==> src/rtl/arlb_pkg.sv <==
// Shared types, constants and the threshold table of the auto-ranging level bar.
package arlb_pkg;

  // Number of bars on the display; the log scale is eight bars per octave.
  localparam int BAR_COUNT = 8;
  // At most sixteen thresholds are ever tested.
  localparam int BAR_LIMIT = (BAR_COUNT > 16) ? 16 : BAR_COUNT;
  localparam int CNT_W     = $clog2(BAR_COUNT + 1);
  localparam int K_W       = (BAR_LIMIT > 1) ? $clog2(BAR_LIMIT) : 1;

  // Field and datapath widths.
  localparam int IN_W      = 24;
  localparam int CFG_W     = 24;
  localparam int CFG_IDX_W = 2;
  localparam int LVL_W     = 32;
  localparam int THR_W     = 19;
  localparam int PROD_W    = LVL_W + THR_W;
  localparam int LHS_W     = LVL_W + 1 + 16;

  // Register indexes on the configuration port.
  localparam logic [CFG_IDX_W-1:0] REG_MIN_LEVEL = 2'd0;
  localparam logic [CFG_IDX_W-1:0] REG_MAX_FLOOR = 2'd1;

  // Reset values.
  localparam logic [CFG_W-1:0] MIN_LEVEL_RST = 24'd500;
  localparam logic [CFG_W-1:0] MAX_FLOOR_RST = 24'd15000;
  localparam logic [LVL_W-1:0] PEAK_RST      = 32'd3840000;

  // Q16 coefficients.
  localparam logic [THR_W-1:0] COEF_NEW    = 19'd26214;
  localparam logic [THR_W-1:0] COEF_OLD    = 19'd39322;
  localparam logic [THR_W-1:0] COEF_ATTACK = 19'd52429;
  localparam logic [THR_W-1:0] COEF_KEEP   = 19'd13107;
  localparam logic [THR_W-1:0] COEF_DECAY  = 19'd65470;
  localparam logic [PROD_W-1:0] ROUND_HALF = 51'd32768;

  // Datapath operations issued by the controller.
  typedef logic [3:0] dp_op_t;
  localparam dp_op_t OP_NONE     = 4'd0;
  localparam dp_op_t OP_LOAD     = 4'd1;
  localparam dp_op_t OP_SM_MUL1  = 4'd2;
  localparam dp_op_t OP_SM_MUL2  = 4'd3;
  localparam dp_op_t OP_SM_SUM   = 4'd4;
  localparam dp_op_t OP_AT_MUL1  = 4'd5;
  localparam dp_op_t OP_AT_MUL2  = 4'd6;
  localparam dp_op_t OP_AT_SUM   = 4'd7;
  localparam dp_op_t OP_DC_MUL   = 4'd8;
  localparam dp_op_t OP_DC_SHIFT = 4'd9;
  localparam dp_op_t OP_CNT_SET  = 4'd10;
  localparam dp_op_t OP_CNT_MUL  = 4'd11;
  localparam dp_op_t OP_CNT_STEP = 4'd12;
  localparam dp_op_t OP_OUT_LOAD = 4'd13;

  typedef struct packed {
    dp_op_t op;
  } dp_cmd_t;

  typedef struct packed {
    logic gt_peak;      // smoothed level above the tracked maximum
    logic above_floor;  // tracked maximum above the decay floor
    logic special;      // level at or below minimum, or degenerate range
    logic cmp_pass;     // current threshold test passes
    logic k_last;       // current threshold is the last one
  } dp_status_t;

  // Thresholds 2^(k/8) in Q16, for k = 1..16.
  function automatic logic [THR_W-1:0] thr_q16(input logic [3:0] idx);
    logic [THR_W-1:0] t;
    case (idx)
      4'd0:    t = 19'd71468;
      4'd1:    t = 19'd77936;
      4'd2:    t = 19'd84990;
      4'd3:    t = 19'd92682;
      4'd4:    t = 19'd101070;
      4'd5:    t = 19'd110218;
      4'd6:    t = 19'd120194;
      4'd7:    t = 19'd131072;
      4'd8:    t = 19'd142936;
      4'd9:    t = 19'd155872;
      4'd10:   t = 19'd169980;
      4'd11:   t = 19'd185364;
      4'd12:   t = 19'd202140;
      4'd13:   t = 19'd220436;
      4'd14:   t = 19'd240388;
      default: t = 19'd262144;
    endcase
    return t;
  endfunction

endpackage

==> src/rtl/arlb_dpath.sv <==
// Datapath of the level bar: level registers, shared multiplier, accumulator and bar counter.
module arlb_dpath (
  input  logic                          clk,
  input  logic                          rst,
  input  logic                          cfg_we,
  input  logic [arlb_pkg::CFG_IDX_W-1:0] cfg_index,
  input  logic [arlb_pkg::CFG_W-1:0]    cfg_data,
  input  logic [arlb_pkg::IN_W-1:0]     loudness,
  input  arlb_pkg::dp_cmd_t             cmd,
  output arlb_pkg::dp_status_t          status,
  output logic [3:0]                    bar_count,
  output logic [7:0]                    bar_mask,
  output logic [31:0]                   tracked_max
);
  import arlb_pkg::*;

  logic [CFG_W-1:0]  min_level;
  logic [CFG_W-1:0]  max_floor;
  logic [LVL_W-1:0]  lvl;
  logic [LVL_W-1:0]  smoothed;
  logic [LVL_W-1:0]  peak;
  logic [LVL_W-1:0]  diff;
  logic [LHS_W-1:0]  lhs;
  logic [PROD_W-1:0] prod;
  logic [PROD_W-1:0] acc;
  logic [K_W-1:0]    k;
  logic [CNT_W-1:0]  n;

  logic [LVL_W-1:0]  min_fx;
  logic [LVL_W-1:0]  floor_fx;
  logic [PROD_W-1:0] sum;
  logic [K_W:0]      k_inc;
  logic              mul_en;
  logic [LVL_W-1:0]  mul_a;
  logic [THR_W-1:0]  mul_b;
  logic [CNT_W+3:0]  n_ext;

  assign min_fx   = {min_level, 8'd0};
  assign floor_fx = {max_floor, 8'd0};
  assign sum      = acc + prod;
  assign k_inc    = {1'b0, k} + 1'b1;

  // Status towards the controller.
  always_comb begin
    status.gt_peak     = smoothed > peak;
    status.above_floor = peak > floor_fx;
    status.special     = (smoothed <= min_fx) || (peak <= min_fx);
    status.cmp_pass    = {{(PROD_W-LHS_W){1'b0}}, lhs} >= prod;
    status.k_last      = k == K_W'(BAR_LIMIT - 1);
  end

  // Operand selection for the shared multiplier.
  always_comb begin
    mul_en = 1'b0;
    mul_a  = '0;
    mul_b  = '0;
    unique case (cmd.op)
      OP_SM_MUL1: begin
        mul_en = 1'b1; mul_a = lvl;      mul_b = COEF_NEW;
      end
      OP_SM_MUL2: begin
        mul_en = 1'b1; mul_a = smoothed; mul_b = COEF_OLD;
      end
      OP_AT_MUL1: begin
        mul_en = 1'b1; mul_a = smoothed; mul_b = COEF_ATTACK;
      end
      OP_AT_MUL2: begin
        mul_en = 1'b1; mul_a = peak;     mul_b = COEF_KEEP;
      end
      OP_DC_MUL: begin
        mul_en = 1'b1; mul_a = peak;     mul_b = COEF_DECAY;
      end
      OP_CNT_MUL: begin
        mul_en = 1'b1; mul_a = diff;     mul_b = thr_q16(4'(k));
      end
      OP_CNT_STEP: begin
        mul_en = 1'b1; mul_a = diff;     mul_b = thr_q16(4'(k_inc));
      end
      default: begin
      end
    endcase
  end

  // Multiplier product register and rounding accumulator.
  always_ff @(posedge clk) begin
    if (mul_en) begin
      prod <= PROD_W'(mul_a) * PROD_W'(mul_b);
    end
    if (cmd.op == OP_SM_MUL2 || cmd.op == OP_AT_MUL2) begin
      acc <= prod + ROUND_HALF;
    end
  end

  // Configuration registers.
  always_ff @(posedge clk) begin
    if (rst) begin
      min_level <= MIN_LEVEL_RST;
      max_floor <= MAX_FLOOR_RST;
    end else if (cfg_we) begin
      case (cfg_index)
        REG_MIN_LEVEL: min_level <= cfg_data;
        REG_MAX_FLOOR: max_floor <= cfg_data;
        default: begin
        end
      endcase
    end
  end

  // Smoothed level and tracked maximum.
  always_ff @(posedge clk) begin
    if (rst) begin
      smoothed <= '0;
      peak     <= PEAK_RST;
    end else begin
      if (cmd.op == OP_SM_SUM) begin
        smoothed <= sum[47:16];
      end
      if (cmd.op == OP_AT_SUM) begin
        peak <= sum[47:16];
      end else if (cmd.op == OP_DC_SHIFT) begin
        peak <= prod[47:16];
      end
    end
  end

  // Input latch and bar counting loop.
  always_ff @(posedge clk) begin
    if (cmd.op == OP_LOAD) begin
      lvl <= {loudness, 8'd0};
    end
    if (cmd.op == OP_CNT_SET) begin
      diff <= peak - min_fx;
      lhs  <= {(LVL_W'(peak - min_fx) + 33'(smoothed - min_fx)), 16'd0};
      k    <= '0;
      if (smoothed <= min_fx) begin
        n <= '0;
      end else if (peak <= min_fx) begin
        n <= CNT_W'(BAR_COUNT);
      end else begin
        n <= '0;
      end
    end
    if (cmd.op == OP_CNT_STEP) begin
      if (status.cmp_pass) begin
        n <= CNT_W'(k_inc);
      end
      k <= k_inc[K_W-1:0];
    end
  end

  // Result register.
  assign n_ext = {4'd0, n};
  always_ff @(posedge clk) begin
    if (cmd.op == OP_OUT_LOAD) begin
      bar_count   <= n_ext[3:0];
      tracked_max <= peak;
      for (int i = 0; i < 8; i++) begin
        bar_mask[i] <= n_ext > (CNT_W + 4)'(i);
      end
    end
  end

  // The count never passes the number of bars when it is loaded.
  a_count_bound: assert property (@(posedge clk) disable iff (rst)
    cmd.op == OP_OUT_LOAD |-> n <= CNT_W'(BAR_COUNT))
    else $error("bar count beyond bar number");

  // Decay never raises the tracked maximum.
  a_decay_down: assert property (@(posedge clk) disable iff (rst)
    cmd.op == OP_DC_SHIFT |=> peak <= $past(peak))
    else $error("decay raised the tracked maximum");

  // Attack never lowers the tracked maximum.
  a_attack_up: assert property (@(posedge clk) disable iff (rst)
    cmd.op == OP_AT_SUM |=> peak >= $past(peak))
    else $error("attack lowered the tracked maximum");

endmodule

==> src/rtl/arlb_ctrl.sv <==
// Controller of the level bar: sequences the datapath and runs both handshakes.
module arlb_ctrl (
  input  logic                 clk,
  input  logic                 rst,
  input  logic                 in_valid,
  output logic                 in_ready,
  output logic                 out_valid,
  input  logic                 out_ready,
  input  arlb_pkg::dp_status_t status,
  output arlb_pkg::dp_cmd_t    cmd
);
  import arlb_pkg::*;

  localparam logic [3:0] ST_IDLE  = 4'd0;
  localparam logic [3:0] ST_SM1   = 4'd1;
  localparam logic [3:0] ST_SM2   = 4'd2;
  localparam logic [3:0] ST_SM3   = 4'd3;
  localparam logic [3:0] ST_PK    = 4'd4;
  localparam logic [3:0] ST_AT1   = 4'd5;
  localparam logic [3:0] ST_AT2   = 4'd6;
  localparam logic [3:0] ST_AT3   = 4'd7;
  localparam logic [3:0] ST_DC1   = 4'd8;
  localparam logic [3:0] ST_DC2   = 4'd9;
  localparam logic [3:0] ST_CSET  = 4'd10;
  localparam logic [3:0] ST_CMUL  = 4'd11;
  localparam logic [3:0] ST_CSTEP = 4'd12;
  localparam logic [3:0] ST_OUT   = 4'd13;

  logic [3:0] state;
  logic [3:0] state_next;
  logic       out_valid_next;

  assign in_ready = state == ST_IDLE;

  // Next state and datapath command.
  always_comb begin
    state_next = state;
    cmd.op     = OP_NONE;
    unique case (state)
      ST_IDLE: begin
        if (in_valid) begin
          cmd.op     = OP_LOAD;
          state_next = ST_SM1;
        end
      end
      ST_SM1: begin
        cmd.op = OP_SM_MUL1; state_next = ST_SM2;
      end
      ST_SM2: begin
        cmd.op = OP_SM_MUL2; state_next = ST_SM3;
      end
      ST_SM3: begin
        cmd.op = OP_SM_SUM;  state_next = ST_PK;
      end
      ST_PK: begin
        if (status.gt_peak) begin
          state_next = ST_AT1;
        end else if (status.above_floor) begin
          state_next = ST_DC1;
        end else begin
          state_next = ST_CSET;
        end
      end
      ST_AT1: begin
        cmd.op = OP_AT_MUL1; state_next = ST_AT2;
      end
      ST_AT2: begin
        cmd.op = OP_AT_MUL2; state_next = ST_AT3;
      end
      ST_AT3: begin
        cmd.op = OP_AT_SUM;  state_next = ST_CSET;
      end
      ST_DC1: begin
        cmd.op = OP_DC_MUL;  state_next = ST_DC2;
      end
      ST_DC2: begin
        cmd.op = OP_DC_SHIFT; state_next = ST_CSET;
      end
      ST_CSET: begin
        cmd.op     = OP_CNT_SET;
        state_next = status.special ? ST_OUT : ST_CMUL;
      end
      ST_CMUL: begin
        cmd.op = OP_CNT_MUL; state_next = ST_CSTEP;
      end
      ST_CSTEP: begin
        cmd.op = OP_CNT_STEP;
        if (!status.cmp_pass || status.k_last) begin
          state_next = ST_OUT;
        end
      end
      ST_OUT: begin
        if (!out_valid || out_ready) begin
          cmd.op     = OP_OUT_LOAD;
          state_next = ST_IDLE;
        end
      end
      default: state_next = ST_IDLE;
    endcase
  end

  // Result valid flag: set on load, cleared when the item is taken.
  always_comb begin
    out_valid_next = out_valid;
    if (cmd.op == OP_OUT_LOAD) begin
      out_valid_next = 1'b1;
    end else if (out_ready) begin
      out_valid_next = 1'b0;
    end
  end

  always_ff @(posedge clk) begin
    if (rst) begin
      state     <= ST_IDLE;
      out_valid <= 1'b0;
    end else begin
      state     <= state_next;
      out_valid <= out_valid_next;
    end
  end

  // A new result is never loaded over one still waiting.
  a_no_clobber: assert property (@(posedge clk) disable iff (rst)
    cmd.op == OP_OUT_LOAD |-> (!out_valid || out_ready))
    else $error("result overwritten before it was taken");

  // The counting loop leaves after the last threshold.
  a_loop_exit: assert property (@(posedge clk) disable iff (rst)
    (state == ST_CSTEP && status.k_last) |=> state == ST_OUT)
    else $error("threshold loop ran past its end");

  // An accepted item starts the smoothing sequence.
  a_start: assert property (@(posedge clk) disable iff (rst)
    (in_valid && in_ready) |=> (state == ST_SM1 && !in_ready))
    else $error("accepted item did not start processing");

endmodule

==> src/rtl/auto_ranging_log_level_bar.sv <==
// Top level of the auto-ranging logarithmic level bar.
//
// One loudness item comes in per frame on in_valid/in_ready; one result item
// (bar count, thermometer bar mask and the tracked maximum) leaves on
// out_valid/out_ready. The smoothed level and the adaptive maximum are
// updated with a single shared 32x19 multiplier, and the bar count is found
// by testing the constant thresholds one per cycle against that multiplier.
// The next item can be taken in the cycle after a result has been loaded
// into the output register; a new item is not accepted while one is still
// being processed. Reset clears the smoothed level, sets the maximum to
// 15000.0 and restores both configuration registers; the user is to write
// them on cfg_we only at idle time, and the block itself does not enforce it.
// When the receiver stalls, the finished result is held in the output
// register and a new item is accepted and processed; it then waits before its
// result stage until the held result has been taken.
module auto_ranging_log_level_bar (
  input  logic                           clk,
  input  logic                           rst,
  input  logic                           cfg_we,
  input  logic [arlb_pkg::CFG_IDX_W-1:0] cfg_index,
  input  logic [arlb_pkg::CFG_W-1:0]     cfg_data,
  input  logic                           in_valid,
  output logic                           in_ready,
  input  logic [arlb_pkg::IN_W-1:0]      loudness,
  output logic                           out_valid,
  input  logic                           out_ready,
  output logic [3:0]                     bar_count,
  output logic [7:0]                     bar_mask,
  output logic [31:0]                    tracked_max
);
  import arlb_pkg::*;

  dp_cmd_t    cmd;
  dp_status_t status;

  // Sequencer and handshakes.
  arlb_ctrl u_ctrl (
    .clk       (clk),
    .rst       (rst),
    .in_valid  (in_valid),
    .in_ready  (in_ready),
    .out_valid (out_valid),
    .out_ready (out_ready),
    .status    (status),
    .cmd       (cmd)
  );

  // Arithmetic and result registers.
  arlb_dpath u_dpath (
    .clk         (clk),
    .rst         (rst),
    .cfg_we      (cfg_we),
    .cfg_index   (cfg_index),
    .cfg_data    (cfg_data),
    .loudness    (loudness),
    .cmd         (cmd),
    .status      (status),
    .bar_count   (bar_count),
    .bar_mask    (bar_mask),
    .tracked_max (tracked_max)
  );

endmodule
==> config.mk <==
export PLATFORM = sky130hd
export DESIGN_NAME = auto_ranging_log_level_bar
export DESIGN_NICKNAME = d
export VERILOG_FILES = /design/src/rtl/arlb_pkg.sv /design/src/rtl/arlb_dpath.sv /design/src/rtl/arlb_ctrl.sv /design/src/rtl/auto_ranging_log_level_bar.sv
export SDC_FILE = /design/constraint.sdc
export NUM_CORES = 2
export LEC_CHECK = 0
export ABC_AREA = 1
export BUFFER_PORTS_ARGS = -buffer_cell sky130_fd_sc_hd__clkbuf_2
export CORE_MARGIN = 5
export CORE_UTILIZATION = 66
export DETAILED_ROUTE_END_ITERATION = 10
export PLACE_DENSITY = 0.79
export RECOVER_POWER = 50
export SETUP_SLACK_MARGIN = 0.02
export SYNTH_ARGS = -nofsm -noshare
export SYNTH_HDL_FRONTEND = slang
export SYNTH_SLANG_ARGS = --single-unit
==> constraint.sdc <==
create_clock -name clk -period 11.34 [get_ports clk]
set_input_delay 2.268 -clock clk [delete_from_list [all_inputs] [get_ports clk]]
set_output_delay 2.268 -clock clk [all_outputs]
set_load 0.03 [all_outputs]
==> flow_summary.ini <==
[floorplanning]
io_pins = 101
die_width_um = 270
placement_rows = 95
initial_core_util_pct = 66.6
core-area_mm2 = 0.0672
fp.dieH_um = 270
dieArea_mm2 = 0.0731

[critical_path]
worstPathRequired_ns = 11.60
worstPathMaxFanout = 19
reg2reg_slack_ns = 1.76
path_class = reg2reg
end_kind = flop
crit_arrival_ns = 9.84
crit_path_start_kind = flop

[synthesis]
ys_types = 53
ys_warn_count = 0
synth_flop_cell = edfxtp_1
synth_top_area_share_pct = 23.9
ys_ff_latch = 372
synth_top_area_cell = fa_1
ys_top_cells_by_area = fa_1 (24%), edfxtp_1 (16%), inv_1 (11%)
yosysMostFrequentCell = inv_1
synth_nets = 6672
yosys-top-cells-count = inv_1 (1336), nand2_1 (1183), nor2_1 (575)
syn-cell-area_mm2 = 0.0447
async_flop_share_pct = 0
synth_seq_area_share_pct = 21.9
synthCells = 5711
synth_edf_count = 235
postSynthAreaPerCell_um2 = 7.83

[timing]
fmax_ghz = 0.104
fin_hold_ws_ns = 0.462
min_period_ns = 9.58
drv_slew = 258
finalSetupTns_ns = 0
setup_viol = 0
rsz0062_at_grt = no
worst_pin_slew_ns = 4.35
fin_crit_sh_pct = 84.5
finalWorstSetupSlack_ns = 1.76
finalHoldViolations = 0
relSlewSlack_pct = -190
clock_skew_ns = 0.0327

[power_and_ir_drop]
seq_power_share_pct = 19.4
combPwrFrac_pct = 68.6
switching_share_pct = 56.0
cellInternalPower_mw = 5.13
power_density_mw_per_mm2 = 246
ir_drop_mv = 0.162
leakage_nw = 24.0
clockPowerShare_pct = 12.1
power_mw = 11.6
switchingPower_mw = 6.52

[drt]
finalWirelength_um = 146000
drt-wirelength-per-cell_um = 21.9
dr.pass1.iters = 10
drc = 0
viasPerCell = 5.86
num_vias = 39100
drtAntennaViolNets = 0
first_iter_violations = 4307

[outcome]
failed_checks = capacitance limit, slew limit
status = finished, violations left

[placement]
pre_cts_slack_ns = 2.14
hpwl_um = 119000
placed_cell_area_mm2 = 0.0461
portBuffers = 100
gp_congestion = 1.03

[clock_tree]
post_cts.repair.setup_buffers = 0
cts_resized = 0
root_buffer = clkbuf_16
h-tree-depth = 2
clock_sinks = 372
clockBufferDepth = 3
cts_tree = built
clk_pin_slew_ns = 0.06
hold_buffers = 0
numCtsBuffers = 40
clk_latency_ns = 0.58

[job]
cap_violations = 5

[global_route]
grt.overflow.total = 0
grt_pass1_wl_um = 223000
grt_pass1_vias = 39500
antenna_found_initial = 2
grt_use_total_pct = 39.5
grt_max_degree = 70

[cells_and_area]
layout.nets = 6730
syn_to_final_growth_pct = 5.98
final_area_mm2 = 0.0474
diodes = 0
drive_gt1_share_pct = 4.64
nFillCells = 5456

[worst_hold_path]
hp-class = reg2reg
==> area by class of cell <==
cell class	count	area (µm²)	area share [%]
flip-flops and latches	372	9800	20.7
well taps	873	1090	2.30
multi-input cells	3841	29200	61.6
clock buffers	52	1180	2.49
clock inverters	22	201	0.425
repair buffers	138	751	1.58
inverters	1376	5160	10.9
==> cells in the final DEF, fill, tap and decap left out, types with 23 or more instances in the layout <==
master / count
inv_1: 1338
nand2_1: 1183
nor2_1: 574
fa_1: 533
ha_1: 373
a21oi_1: 327
edfxtp_1: 235
o21ai_0: 219
nand3_1: 155
dfxtp_1: 137
clkbuf_2: 99
xor2_1: 96
nor3_1: 52
nand4_1: 51
clkbuf_16: 45
o22ai_1: 36
xnor2_1: 34
inv_2: 31
buf_4: 29
a22o_1: 23
==> registers in the layout (all words and copies together), names as in the netlist, 8 cells and up, named ones only <==
signal	cells
u_dpath.diff	32
u_dpath.prod	51
u_dpath.smoothed	32
u_dpath.tracked_max	32
u_dpath.min_level	24
u_dpath.peak	32
u_dpath.bar_mask	8
u_dpath.lvl	24
u_dpath.acc	48
u_dpath.lhs	33
u_dpath.max_floor	24
==> cells by family after synthesis <==
group                    synth area share [%]
AO/OA/AOI/OAI                            9.88
XOR/XNOR                                 2.55
adder cells (fa/ha/maj)                  34.3
buffers and inverters                    12.8
flip-flops                               21.9
AND/OR/NAND/NOR                          18.5
==> metrics by stage <==
| stage | util, % | std cells |
|---|---|---|
| after floorplan | - | 5711 |
| after global placement | 68.6 | 6600 |
| after detailed placement | 68.6 | 6600 |
| after CTS | 70.7 | 6674 |
| after global routing | 70.6 | 6674 |
| final | 70.6 | 6674 |
==> final timing paths <==
kind,depth (start not counted),end,startpoint
worst max register to register,23,u_dpath.prod[33],u_ctrl.state[0]
worst max-delay path,23,u_dpath.prod[33],u_ctrl.state[0]
worst min-delay path,2,u_dpath.max_floor[14],u_dpath.max_floor[14]
worst min register to register,2,u_dpath.max_floor[14],u_dpath.max_floor[14]
==> worst max-delay path: stages, from the launching register on <==
cell and delay [ns]:
dfxtp_1 0.33, nor2_1 0.15, inv_1 0.13, nor2_1 0.75, inv_1 0.43, o22ai_2 0.91
clkinv_1 1.01, nor2_1 0.39, fa_1 0.49, fa_1 0.54, fa_1 0.44, fa_1 0.50
fa_1 0.54, inv_1 0.05, fa_1 0.53, inv_1 0.05, ha_1 0.39, nand2_1 0.22
inv_1 0.06, a21oi_1 0.32, o21ai_0 0.18, o21bai_1 0.23, a21oi_1 0.37, xnor2_1 0.25
==> layer usage <==
layer,wire (µm),GRT usage [%],up-vias,part of all wire (%)
met5,13,0,-,0.0089
met1,53400,49.2,18700,37
li1,-,-,17800,-
met4,9990,21.6,2,6.8
met2,67900,64.8,2122,46
met3,14700,8.19,544,10
==> power by group through the flow <==
stage	combinational, mW	clock, mW	sequential (mW)
2_1_floorplan	5.30	0	2.09
3_3_place_gp	7.67	0	2.23
3_5_place_dp	7.80	0	2.24
4_1_cts	7.84	1.41	2.21
5_1_grt	8.74	1.47	2.26
6_report	7.98	1.40	2.25
Note: power is estimated with default switching activity, not from simulation.
